**src/hw/rtl/lcdnx_pkg.sv**
```systemverilog
// shared types, codes and constants of the lcd nibble expander sequencer
// no dependencies
`timescale 1ns / 1ps
`default_nettype none

package lcdnx_pkg;

    // request kinds carried on tuser
    localparam logic [2:0] MODE_CMD       = 3'd0;
    localparam logic [2:0] MODE_CHAR      = 3'd1;
    localparam logic [2:0] MODE_CURSOR    = 3'd2;
    localparam logic [2:0] MODE_BACKLIGHT = 3'd3;
    localparam logic [2:0] MODE_INIT      = 3'd4;

    // microcode store
    localparam int PC_W = 6;
    localparam logic [PC_W-1:0] A_BYTE = 6'd0;
    localparam logic [PC_W-1:0] A_BL   = 6'd6;
    localparam logic [PC_W-1:0] A_INIT = 6'd7;

    // image operations
    localparam logic [2:0] OP_CLEAR  = 3'd0;
    localparam logic [2:0] OP_RS     = 3'd1;
    localparam logic [2:0] OP_RW_CLR = 3'd2;
    localparam logic [2:0] OP_NIB_E  = 3'd3;
    localparam logic [2:0] OP_E_CLR  = 3'd4;
    localparam logic [2:0] OP_BL     = 3'd5;

    // nibble sources
    localparam logic [1:0] NS_HI    = 2'd0;
    localparam logic [1:0] NS_LO    = 2'd1;
    localparam logic [1:0] NS_CONST = 2'd2;

    // init constants
    localparam logic [7:0] INIT_FUNC_SET = 8'h28;
    localparam logic [7:0] INIT_DISP_ON  = 8'h0C;
    localparam logic [7:0] INIT_CLEAR    = 8'h01;
    localparam logic [7:0] INIT_NIB_8BIT = 8'h03;
    localparam logic [7:0] INIT_NIB_4BIT = 8'h02;

    // cursor address bases are 0x80 and 0xC0: top bit set, row in bit 6
    localparam logic CURSOR_BASE_BIT = 1'b1;

    typedef struct packed {
        logic [2:0] op;
        logic [1:0] nsel;
        logic [7:0] cval;
        logic       ld_byte;
        logic       last;
    } t_cw;

    function automatic t_cw mk_cw(input logic [2:0] op, input logic [1:0] nsel,
                                  input logic [7:0] cval, input logic ld_byte,
                                  input logic last);
        t_cw w;
        w.op      = op;
        w.nsel    = nsel;
        w.cval    = cval;
        w.ld_byte = ld_byte;
        w.last    = last;
        return w;
    endfunction

endpackage

`default_nettype wire

```
**src/hw/rtl/lcdnx_ucode_rom.sv**
```systemverilog
// microcode store: one control word per step of the request programs
// depends on lcdnx_pkg
`timescale 1ns / 1ps
`default_nettype none

module lcdnx_ucode_rom (
    input  wire logic [lcdnx_pkg::PC_W-1:0] i_pc,
    output lcdnx_pkg::t_cw                  o_cw
);

    always_comb begin
        case (i_pc)
            // byte transfer: command, character, cursor
            6'd0:  o_cw = lcdnx_pkg::mk_cw(lcdnx_pkg::OP_RS,     lcdnx_pkg::NS_HI, 8'h00, 1'b0, 1'b0);
            6'd1:  o_cw = lcdnx_pkg::mk_cw(lcdnx_pkg::OP_RW_CLR, lcdnx_pkg::NS_HI, 8'h00, 1'b0, 1'b0);
            6'd2:  o_cw = lcdnx_pkg::mk_cw(lcdnx_pkg::OP_NIB_E,  lcdnx_pkg::NS_HI, 8'h00, 1'b0, 1'b0);
            6'd3:  o_cw = lcdnx_pkg::mk_cw(lcdnx_pkg::OP_E_CLR,  lcdnx_pkg::NS_HI, 8'h00, 1'b0, 1'b0);
            6'd4:  o_cw = lcdnx_pkg::mk_cw(lcdnx_pkg::OP_NIB_E,  lcdnx_pkg::NS_LO, 8'h00, 1'b0, 1'b0);
            6'd5:  o_cw = lcdnx_pkg::mk_cw(lcdnx_pkg::OP_E_CLR,  lcdnx_pkg::NS_LO, 8'h00, 1'b0, 1'b1);
            // backlight
            6'd6:  o_cw = lcdnx_pkg::mk_cw(lcdnx_pkg::OP_BL,     lcdnx_pkg::NS_HI, 8'h00, 1'b0, 1'b1);
            // init: plain images
            6'd7:  o_cw = lcdnx_pkg::mk_cw(lcdnx_pkg::OP_CLEAR,  lcdnx_pkg::NS_HI, 8'h00, 1'b0, 1'b0);
            6'd8:  o_cw = lcdnx_pkg::mk_cw(lcdnx_pkg::OP_RS,     lcdnx_pkg::NS_HI, 8'h00, 1'b0, 1'b0);
            6'd9:  o_cw = lcdnx_pkg::mk_cw(lcdnx_pkg::OP_RW_CLR, lcdnx_pkg::NS_HI, 8'h00, 1'b0, 1'b0);
            // init: wake-up nibbles
            6'd10: o_cw = lcdnx_pkg::mk_cw(lcdnx_pkg::OP_NIB_E, lcdnx_pkg::NS_CONST,
                                           lcdnx_pkg::INIT_NIB_8BIT, 1'b0, 1'b0);
            6'd11: o_cw = lcdnx_pkg::mk_cw(lcdnx_pkg::OP_E_CLR,  lcdnx_pkg::NS_HI, 8'h00, 1'b0, 1'b0);
            6'd12: o_cw = lcdnx_pkg::mk_cw(lcdnx_pkg::OP_NIB_E, lcdnx_pkg::NS_CONST,
                                           lcdnx_pkg::INIT_NIB_8BIT, 1'b0, 1'b0);
            6'd13: o_cw = lcdnx_pkg::mk_cw(lcdnx_pkg::OP_E_CLR,  lcdnx_pkg::NS_HI, 8'h00, 1'b0, 1'b0);
            6'd14: o_cw = lcdnx_pkg::mk_cw(lcdnx_pkg::OP_NIB_E, lcdnx_pkg::NS_CONST,
                                           lcdnx_pkg::INIT_NIB_8BIT, 1'b0, 1'b0);
            6'd15: o_cw = lcdnx_pkg::mk_cw(lcdnx_pkg::OP_E_CLR,  lcdnx_pkg::NS_HI, 8'h00, 1'b0, 1'b0);
            6'd16: o_cw = lcdnx_pkg::mk_cw(lcdnx_pkg::OP_NIB_E, lcdnx_pkg::NS_CONST,
                                           lcdnx_pkg::INIT_NIB_4BIT, 1'b0, 1'b0);
            6'd17: o_cw = lcdnx_pkg::mk_cw(lcdnx_pkg::OP_E_CLR,  lcdnx_pkg::NS_HI, 8'h00, 1'b0, 1'b0);
            // init: function set
            6'd18: o_cw = lcdnx_pkg::mk_cw(lcdnx_pkg::OP_RS, lcdnx_pkg::NS_HI,
                                           lcdnx_pkg::INIT_FUNC_SET, 1'b1, 1'b0);
            6'd19: o_cw = lcdnx_pkg::mk_cw(lcdnx_pkg::OP_RW_CLR, lcdnx_pkg::NS_HI, 8'h00, 1'b0, 1'b0);
            6'd20: o_cw = lcdnx_pkg::mk_cw(lcdnx_pkg::OP_NIB_E,  lcdnx_pkg::NS_HI, 8'h00, 1'b0, 1'b0);
            6'd21: o_cw = lcdnx_pkg::mk_cw(lcdnx_pkg::OP_E_CLR,  lcdnx_pkg::NS_HI, 8'h00, 1'b0, 1'b0);
            6'd22: o_cw = lcdnx_pkg::mk_cw(lcdnx_pkg::OP_NIB_E,  lcdnx_pkg::NS_LO, 8'h00, 1'b0, 1'b0);
            6'd23: o_cw = lcdnx_pkg::mk_cw(lcdnx_pkg::OP_E_CLR,  lcdnx_pkg::NS_LO, 8'h00, 1'b0, 1'b0);
            // init: display on
            6'd24: o_cw = lcdnx_pkg::mk_cw(lcdnx_pkg::OP_RS, lcdnx_pkg::NS_HI,
                                           lcdnx_pkg::INIT_DISP_ON, 1'b1, 1'b0);
            6'd25: o_cw = lcdnx_pkg::mk_cw(lcdnx_pkg::OP_RW_CLR, lcdnx_pkg::NS_HI, 8'h00, 1'b0, 1'b0);
            6'd26: o_cw = lcdnx_pkg::mk_cw(lcdnx_pkg::OP_NIB_E,  lcdnx_pkg::NS_HI, 8'h00, 1'b0, 1'b0);
            6'd27: o_cw = lcdnx_pkg::mk_cw(lcdnx_pkg::OP_E_CLR,  lcdnx_pkg::NS_HI, 8'h00, 1'b0, 1'b0);
            6'd28: o_cw = lcdnx_pkg::mk_cw(lcdnx_pkg::OP_NIB_E,  lcdnx_pkg::NS_LO, 8'h00, 1'b0, 1'b0);
            6'd29: o_cw = lcdnx_pkg::mk_cw(lcdnx_pkg::OP_E_CLR,  lcdnx_pkg::NS_LO, 8'h00, 1'b0, 1'b0);
            // init: clear display
            6'd30: o_cw = lcdnx_pkg::mk_cw(lcdnx_pkg::OP_RS, lcdnx_pkg::NS_HI,
                                           lcdnx_pkg::INIT_CLEAR, 1'b1, 1'b0);
            6'd31: o_cw = lcdnx_pkg::mk_cw(lcdnx_pkg::OP_RW_CLR, lcdnx_pkg::NS_HI, 8'h00, 1'b0, 1'b0);
            6'd32: o_cw = lcdnx_pkg::mk_cw(lcdnx_pkg::OP_NIB_E,  lcdnx_pkg::NS_HI, 8'h00, 1'b0, 1'b0);
            6'd33: o_cw = lcdnx_pkg::mk_cw(lcdnx_pkg::OP_E_CLR,  lcdnx_pkg::NS_HI, 8'h00, 1'b0, 1'b0);
            6'd34: o_cw = lcdnx_pkg::mk_cw(lcdnx_pkg::OP_NIB_E,  lcdnx_pkg::NS_LO, 8'h00, 1'b0, 1'b0);
            6'd35: o_cw = lcdnx_pkg::mk_cw(lcdnx_pkg::OP_E_CLR,  lcdnx_pkg::NS_LO, 8'h00, 1'b0, 1'b1);
            // unused addresses end the program
            default: o_cw = lcdnx_pkg::mk_cw(lcdnx_pkg::OP_E_CLR, lcdnx_pkg::NS_HI, 8'h00,
                                             1'b0, 1'b1);
        endcase
    end

endmodule

`default_nettype wire

```
**src/hw/rtl/lcdnx_image_dp.sv**
```systemverilog
// port image datapath: request byte and flag latches, image register updated per control word
// depends on lcdnx_pkg
`timescale 1ns / 1ps
`default_nettype none

module lcdnx_image_dp (
    input  wire logic           i_clk,
    input  wire logic           i_rst_n,
    input  wire logic           i_load,      // request transfer, latch operands
    input  wire logic [2:0]     i_mode,
    input  wire logic [7:0]     i_value,
    input  wire logic [5:0]     i_column,
    input  wire logic           i_row,
    input  wire logic           i_backlight_on,
    input  wire logic           i_step,      // execute one control word
    input  wire lcdnx_pkg::t_cw i_cw,
    output logic      [7:0]     o_image
);

    logic [7:0] r_image, n_image;
    logic [7:0] r_byte, n_byte;
    logic       r_flag, n_flag;
    logic [3:0] w_nib;

    always_comb begin
        case (i_cw.nsel)
            lcdnx_pkg::NS_HI:    w_nib = r_byte[7:4];
            lcdnx_pkg::NS_LO:    w_nib = r_byte[3:0];
            lcdnx_pkg::NS_CONST: w_nib = i_cw.cval[3:0];
            default:             w_nib = r_byte[7:4];
        endcase
    end

    always_comb begin
        n_image = r_image;
        if (i_step) begin
            case (i_cw.op)
                lcdnx_pkg::OP_CLEAR:  n_image = 8'h00;
                lcdnx_pkg::OP_RS:     n_image = {r_image[7:1], r_flag};
                lcdnx_pkg::OP_RW_CLR: n_image = {r_image[7:2], 1'b0, r_image[0]};
                lcdnx_pkg::OP_NIB_E:  n_image = {w_nib, r_image[3], 1'b1, r_image[1:0]};
                lcdnx_pkg::OP_E_CLR:  n_image = {r_image[7:3], 1'b0, r_image[1:0]};
                lcdnx_pkg::OP_BL:     n_image = {r_image[7:4], r_flag, r_image[2:0]};
                default:              n_image = r_image;
            endcase
        end
    end

    always_comb begin
        n_byte = r_byte;
        n_flag = r_flag;
        if (i_load) begin
            n_byte = i_value;
            n_flag = 1'b0;
            case (i_mode)
                lcdnx_pkg::MODE_CHAR:      n_flag = 1'b1;
                // 0x80 + column or 0xC0 + column, column below 64
                lcdnx_pkg::MODE_CURSOR:    n_byte = {lcdnx_pkg::CURSOR_BASE_BIT, i_row, i_column};
                lcdnx_pkg::MODE_BACKLIGHT: n_flag = i_backlight_on;
                default:                   n_flag = 1'b0;
            endcase
        end else if (i_step && i_cw.ld_byte) begin
            n_byte = i_cw.cval;
        end
    end

    always_ff @(posedge i_clk) begin
        if (!i_rst_n) begin
            r_image <= 8'h00;
        end else begin
            r_image <= n_image;
        end
    end

    always_ff @(posedge i_clk) begin
        r_byte <= n_byte;
        r_flag <= n_flag;
    end

    assign o_image = r_image;

endmodule

`default_nettype wire

```
**src/hw/rtl/char_lcd_nibble_expander_sequencer.sv**
```systemverilog
// Character LCD request sequencer producing port expander images for a 4-bit LCD bus.
// s_axis: one request per transfer. tuser = mode (0 cmd, 1 char, 2 cursor, 3 backlight,
// 4 init); tdata = value, column, row, backlight_on. Modes 5 to 7 are taken and dropped.
// m_axis: one port image per transfer on tdata, tlast on the final image of a request.
// Images per request: command, character and cursor give 6 images, backlight 1, init 29;
// one image per cycle from the microcode step counter while the output is not stalled.
// The next request is taken in the cycle its predecessor's last step runs.
// The request transfer loads the step counter; the first step then registers the first image.
// The image register is the output register: it holds while an image is pending and
// m_axis_tready is low, and the step counter stalls with it. s_axis_tready is low while
// a program runs, except in the cycle its last step runs.
// Reset clears the port image to zero and drops any run in progress.
// depends on lcdnx_pkg, lcdnx_ucode_rom, lcdnx_image_dp
`timescale 1ns / 1ps
`default_nettype none

module char_lcd_nibble_expander_sequencer (
    input  wire logic        i_clk,
    input  wire logic        i_rst_n,
    input  wire logic        s_axis_tvalid,
    output logic             s_axis_tready,
    input  wire logic [15:0] s_axis_tdata,   // value[7:0], column[13:8], row[14], backlight_on[15]
    input  wire logic [2:0]  s_axis_tuser,   // mode[2:0]
    output logic             m_axis_tvalid,
    input  wire logic        m_axis_tready,
    output logic [7:0]       m_axis_tdata,   // expander_byte[7:0]
    output logic             m_axis_tlast
);

    logic                          r_busy, n_busy;
    logic [lcdnx_pkg::PC_W-1:0]    r_pc, n_pc;
    logic                          r_valid, n_valid;
    logic                          r_last, n_last;
    logic                          w_step;
    logic                          w_load;
    logic                          w_known;
    lcdnx_pkg::t_cw                w_cw;
    logic [lcdnx_pkg::PC_W-1:0]    w_entry;

    lcdnx_ucode_rom u_rom (
        .i_pc (r_pc),
        .o_cw (w_cw)
    );

    // a step runs when the output slot is empty or being drained
    assign w_step        = r_busy && (!r_valid || m_axis_tready);
    assign s_axis_tready = !r_busy || (w_step && w_cw.last);
    assign w_load        = s_axis_tvalid && s_axis_tready;

    always_comb begin
        w_known = 1'b1;
        case (s_axis_tuser)
            lcdnx_pkg::MODE_CMD,
            lcdnx_pkg::MODE_CHAR,
            lcdnx_pkg::MODE_CURSOR:    w_entry = lcdnx_pkg::A_BYTE;
            lcdnx_pkg::MODE_BACKLIGHT: w_entry = lcdnx_pkg::A_BL;
            lcdnx_pkg::MODE_INIT:      w_entry = lcdnx_pkg::A_INIT;
            default: begin
                w_entry = lcdnx_pkg::A_BYTE;
                w_known = 1'b0;
            end
        endcase
    end

    lcdnx_image_dp u_dp (
        .i_clk          (i_clk),
        .i_rst_n        (i_rst_n),
        .i_load         (w_load),
        .i_mode         (s_axis_tuser),
        .i_value        (s_axis_tdata[7:0]),
        .i_column       (s_axis_tdata[13:8]),
        .i_row          (s_axis_tdata[14]),
        .i_backlight_on (s_axis_tdata[15]),
        .i_step         (w_step),
        .i_cw           (w_cw),
        .o_image        (m_axis_tdata)
    );

    always_comb begin
        n_busy  = r_busy;
        n_pc    = r_pc;
        n_valid = r_valid;
        n_last  = r_last;
        if (r_valid && m_axis_tready) begin
            n_valid = 1'b0;
        end
        if (w_step) begin
            n_valid = 1'b1;
            n_last  = w_cw.last;
            n_pc    = r_pc + 1'b1;
            if (w_cw.last) begin
                n_busy = 1'b0;
            end
        end
        // unknown modes are dropped without a run
        if (w_load && w_known) begin
            n_busy = 1'b1;
            n_pc   = w_entry;
        end
    end

    always_ff @(posedge i_clk) begin
        if (!i_rst_n) begin
            r_busy  <= 1'b0;
            r_pc    <= '0;
            r_valid <= 1'b0;
            r_last  <= 1'b0;
        end else begin
            r_busy  <= n_busy;
            r_pc    <= n_pc;
            r_valid <= n_valid;
            r_last  <= n_last;
        end
    end

    assign m_axis_tvalid = r_valid;
    assign m_axis_tlast  = r_last;

endmodule

`default_nettype wire

```
**config.mk**
```make
export PLATFORM = sky130hd
export DESIGN_NAME = char_lcd_nibble_expander_sequencer
export DESIGN_NICKNAME = d
export VERILOG_FILES = /design/src/hw/rtl/lcdnx_pkg.sv /design/src/hw/rtl/lcdnx_ucode_rom.sv /design/src/hw/rtl/lcdnx_image_dp.sv /design/src/hw/rtl/char_lcd_nibble_expander_sequencer.sv
export SDC_FILE = /design/constraint.sdc
export NUM_CORES = 1
export LEC_CHECK = 0
export BUFFER_PORTS_ARGS = -buffer_cell sky130_fd_sc_hd__buf_2
export CORE_MARGIN = 10
export CORE_UTILIZATION = 40
export CTS_BUF_LIST = sky130_fd_sc_hd__clkbuf_4
export DETAILED_ROUTE_END_ITERATION = 8
export PLACE_DENSITY = 0.73
export SYNTH_ARGS = -nofsm -noshare
export SYNTH_HDL_FRONTEND = slang
export SYNTH_SLANG_ARGS = --single-unit
```
**constraint.sdc**
```tcl
create_clock -name i_clk -period 3.1 [get_ports i_clk]
set_input_delay 0.93 -clock i_clk [delete_from_list [all_inputs] [get_ports i_clk]]
set_output_delay 0.93 -clock i_clk [all_outputs]
set_load 0.1 [all_outputs]
```
==> flow_metrics.env <==
export IMPL_outcome="finished clean"
export IMPL_design_portCount=34
export IMPL_final_layout_size_suffix_gt1_share_pct=23.9
export IMPL_post_drt_wl_per_cell_um=14.1
export IMPL_internal_power_mw=0.934
export IMPL_detailedPlacementHpwl_um=4100
export IMPL_tritoncts="built"
export IMPL_post_synth_inst_count=245
export IMPL_gr_usage_all_layers_pct=12.5
export IMPL_cp_common_cell="sky130_fd_sc_hd__a21oi_1"
export IMPL_hold_path_startpoint="m_axis_tlast"
export IMPL_number_of_cell_rows=26
export IMPL_cts_root_buffer="sky130_fd_sc_hd__clkbuf_4"
export IMPL_ctsLongestPathBuffers=2
export IMPL_worstReg2RegStart="r_busy"
export IMPL_number_of_clock_sinks_seen_by_cts=36
export IMPL_post_layout_total_power_mw=1.29
export IMPL_timing_critical_path_slowest_stage_cell="sky130_fd_sc_hd__ha_1"
export IMPL_die_area_mm2=0.00853
export IMPL_total_of_cells_resized_after_clock_tree_synthesis=0
export IMPL_crit_path_start_kind="input pin"
export IMPL_dr_first_iter_drc_count=225
export IMPL_globalRouteOverflowTotal=0
export IMPL_relSlewSlack_pct=57.8
export IMPL_final_hold_viol_count=0
export IMPL_cts_hold_repair_buffers=0
export IMPL_core_area_mm2=0.00511
export IMPL_number_of_buffers_created_by_cts=5
export IMPL_synth_ff_latch_count=36
export IMPL_most_frequent_cell_after_synthesis="sky130_fd_sc_hd__nand2_1"
export IMPL_final_period_minus_worst_setup_slack_ns=2.76
export IMPL_rr_worst_depth=11
export IMPL_via_count_of_the_first_global_routing_pass=1912
export IMPL_finish_net_count=331
export IMPL_vdd_drop_max_v=0.000202
export IMPL_switching_share_of_power_pct=27.6
export IMPL_critical_path_cell_chain="buf_2 -> nand2b_2 -> and2_1 -> a21oi_2 -> a221oi_1 -> nor2b_1 -> inv_1 -> ha_1 -> nand3_1 -> a21oi_1 -> a21oi_1 -> a21boi_1 -> or3_1"
export IMPL_netSwitchingPower_mw=0.356
export IMPL_worst_hold_path_endpoint="m_axis_tlast"
export IMPL_die_w_um=92.3
export IMPL_final_worst_clock_skew_ns=0.0139
export IMPL_max_clock_freq_mhz=362
export IMPL_numPortBuffers=32
export IMPL_synth_yosys_warnings=0
export IMPL_die_height_um=92.3
export IMPL_viasPerCell=5.24
export IMPL_drc_errors=0
export IMPL_share_of_the_core_filled_with_cells_in_the_final_layout_pct=51.0
export IMPL_ys_async_sr_fraction_pct=0
export IMPL_ys_top_cells_by_count="sky130_fd_sc_hd__nand2_1, sky130_fd_sc_hd__dfxtp_1, sky130_fd_sc_hd__o21ai_0, sky130_fd_sc_hd__nor2_1"
export IMPL_cts_htree_levels=2
export IMPL_r2r_setup_slack_ns=0.63
export IMPL_path_max_fanout=5
export IMPL_final_setup_fails=0
export IMPL_finalMaxSlewViolations=0
export IMPL_worstMarginPinSlew_ns=0.628
export IMPL_detailroute_via_count=1943
export IMPL_yosys_most_used_dff="sky130_fd_sc_hd__dfxtp_1"
export IMPL_max_cap_viol_count=0
export IMPL_synthesis_nets=276
export IMPL_yosysUniqueCellTypes=55
export IMPL_timing_worst_setup_path_type="input pin to flip-flop"
export IMPL_rsz_0062_raised_after_global_routing="false"
export IMPL_place_congestion=0.959
export IMPL_yosys_area_top_type="sky130_fd_sc_hd__dfxtp_1"
export IMPL_pwr_share_comb_pct=20.2
export IMPL_clk_pin_slew_ns=0.11
export IMPL_number_of_buffers_inserted_to_repair_setup_after_cts=0
export IMPL_start_util_pct=41.0
export IMPL_power_share_sequential_pct=41.0
export IMPL_ant_diodes=0
export IMPL_initial_antenna_violation_count=0
export IMPL_crit_path_end_kind="flip-flop"
export IMPL_clkPwrFrac_pct=38.8
export IMPL_path_buf_inv=2
export IMPL_drtPass1Iterations=4
export IMPL_biggest_cell_delay_along_the_critical_path_ns=0.34
export IMPL_whs_ns=0.467
export IMPL_clock_latency_ns=0.35
export IMPL_total_leakage_power_nw=1.09
export IMPL_seq_area_frac_synth_pct=38.7
export IMPL_critical_path_depth=13
export IMPL_worst_endpoint_arrival_ns=3.00
export IMPL_area_delta_synth_final_pct=24.4
export IMPL_power_density_mw_per_mm2=495
export IMPL_finalCritPeriodShare_pct=89.1
export IMPL_final_sum_of_negative_setup_slack_ns=0
export IMPL_synth_cell_area_mm2=0.00209
export IMPL_critical_path_reg2reg_endpoint="u_rom.o_cw[13]"
export IMPL_worst_endpoint_required_ns=3.34
export IMPL_maximum_number_of_pins_on_one_net_before_global_route_repair=16
export IMPL_timing_hold_worst_path_depth=2
export IMPL_global_route_wire_length_before_repair_um=8850
export IMPL_path_delay_family="simple AND/OR/NAND/NOR gates"
export IMPL_synthDominantCellAreaShare_pct=25.8
export IMPL_drtAntennaViolNets=0
export IMPL_ys_top_cells_by_area="sky130_fd_sc_hd__dfxtp_1, sky130_fd_sc_hd__edfxtp_1, sky130_fd_sc_hd__nand2_1, sky130_fd_sc_hd__ha_1, sky130_fd_sc_hd__o21ai_0"
export IMPL_wire_length_after_detailed_routing_um=5230
export IMPL_timing_hold_worst_class="flip-flop to flip-flop"
export IMPL_synth_enable_flop_cells=9
export IMPL_avg_cell_area_syn_um2=8.54
placed cells by master, fill, tap and decap left out, types with 4 or more instances in the layout:
master                     netlist  final
sky130_fd_sc_hd__and2_1          4      4
sky130_fd_sc_hd__buf_4           1     22
sky130_fd_sc_hd__nand3_1        10     10
sky130_fd_sc_hd__o21ai_0        20     20
sky130_fd_sc_hd__mux2i_1         9      9
sky130_fd_sc_hd__clkbuf_4        0      5
sky130_fd_sc_hd__nor2b_1        10     10
sky130_fd_sc_hd__dfxtp_1        27     26
sky130_fd_sc_hd__buf_2           0     32
sky130_fd_sc_hd__a21oi_1        11     10
sky130_fd_sc_hd__nor2_1         18     18
sky130_fd_sc_hd__edfxtp_1        9      9
sky130_fd_sc_hd__nor3_1          7      7
sky130_fd_sc_hd__xnor2_1         5      5
sky130_fd_sc_hd__a22oi_1         9      9
sky130_fd_sc_hd__inv_1          11     11
sky130_fd_sc_hd__a21boi_0        4      4
sky130_fd_sc_hd__nand2_1        33     33
sky130_fd_sc_hd__ha_1            8      8
layout make-up:
type                            count  area (um2)
Fill cell                         505        2500
Multi-Input combinational cell    190        1200
Tap cell                           70        87.6
Clock inverter                      3        90.1
Clock buffer                        5        37.5
Sequential cell                    36         812
Inverter                           13        51.3
Timing Repair Buffer               54         325
cell families after synthesis:
| logic type | Yosys count | share of synthesized area (%) |
|---|---|---|
| multiplexers | 9 | 4.30 |
| AO/OA/AOI/OAI | 64 | 20.0 |
| AND/OR/NAND/NOR | 99 | 23.9 |
| buffers and inverters | 19 | 4.06 |
| flip-flops | 36 | 38.7 |
| XOR/XNOR | 9 | 4.12 |
| adder cells (fa/ha/maj) | 8 | 4.78 |
| other | 1 | 0.179 |
flip-flops by register name, summed over array words and instances, names as in the netlist:
| signal | cells |
|---|---|
| u_dp.r_flag | 1 |
| m_axis_tvalid | 1 |
| u_rom.o_cw | 11 |
| u_dp.o_image | 7 |
| r_pc | 6 |
| m_axis_tlast | 1 |
| u_dp.r_byte | 8 |
| r_busy | 1 |
worst reg2reg max path, cell delays in order (launching register included):
cell and delay [ns]:
sky130_fd_sc_hd__dfxtp_1 0.40, sky130_fd_sc_hd__nor2b_1 0.32, sky130_fd_sc_hd__a21oi_2 0.12, sky130_fd_sc_hd__a221oi_1 0.38, sky130_fd_sc_hd__nor2b_1 0.11, sky130_fd_sc_hd__inv_1 0.09
sky130_fd_sc_hd__ha_1 0.28, sky130_fd_sc_hd__nand3_1 0.09, sky130_fd_sc_hd__a21oi_1 0.04, sky130_fd_sc_hd__a21oi_1 0.12, sky130_fd_sc_hd__a21boi_1 0.07, sky130_fd_sc_hd__or3_1 0.34
layer usage:
metal | vias to the layer above | routed length, um | share of wire [%] | global-route usage [%]
met3 | 7 | 294 | 5.6 | 3.15
met2 | 55 | 2570 | 49 | 20.9
li1 | 981 | - | - | -
met1 | 900 | 2290 | 44 | 15.3
met4 | 0 | 76 | 1.5 | 4.24
met5 | - | 0 | 0 | 0
power by group through the flow:
stage               Combinational, mW  Clock [mW]  Sequential [mW]
floorplan                       0.143           0            0.575
global placement                0.255           0            0.539
detailed placement              0.258           0            0.540
CTS                             0.260       0.504            0.529
global route                    0.284       0.531            0.533
finish                          0.261       0.500            0.529
worst max path at each step:
| stage | from | to | slack (ns) |
|---|---|---|---|
| 4_1_cts | s_axis_tvalid | u_rom.o_cw[13] | 0.37 |
| 5_1_grt | s_axis_tvalid | u_rom.o_cw[13] | 0.11 |
| 6_report | m_axis_tready | u_rom.o_cw[13] | 0.34 |
| 2_1_floorplan | m_axis_tready | u_rom.o_cw[13] | 0.03 |
| 3_5_place_dp | s_axis_tvalid | u_rom.o_cw[13] | 0.005 |
| 3_3_place_gp | m_axis_tready | u_rom.o_cw[13] | 0.07 |
through the flow:
stage	cells	setup WS [ns]	instance area (um2)
floorplan	245	0.0305	2100
global placement	363	0.0746	2480
detailed placement	363	0.00512	2480
CTS	371	0.372	2610
global route	371	0.111	2610
finish	371	0.338	2610
(Power assumes the default switching activity.)
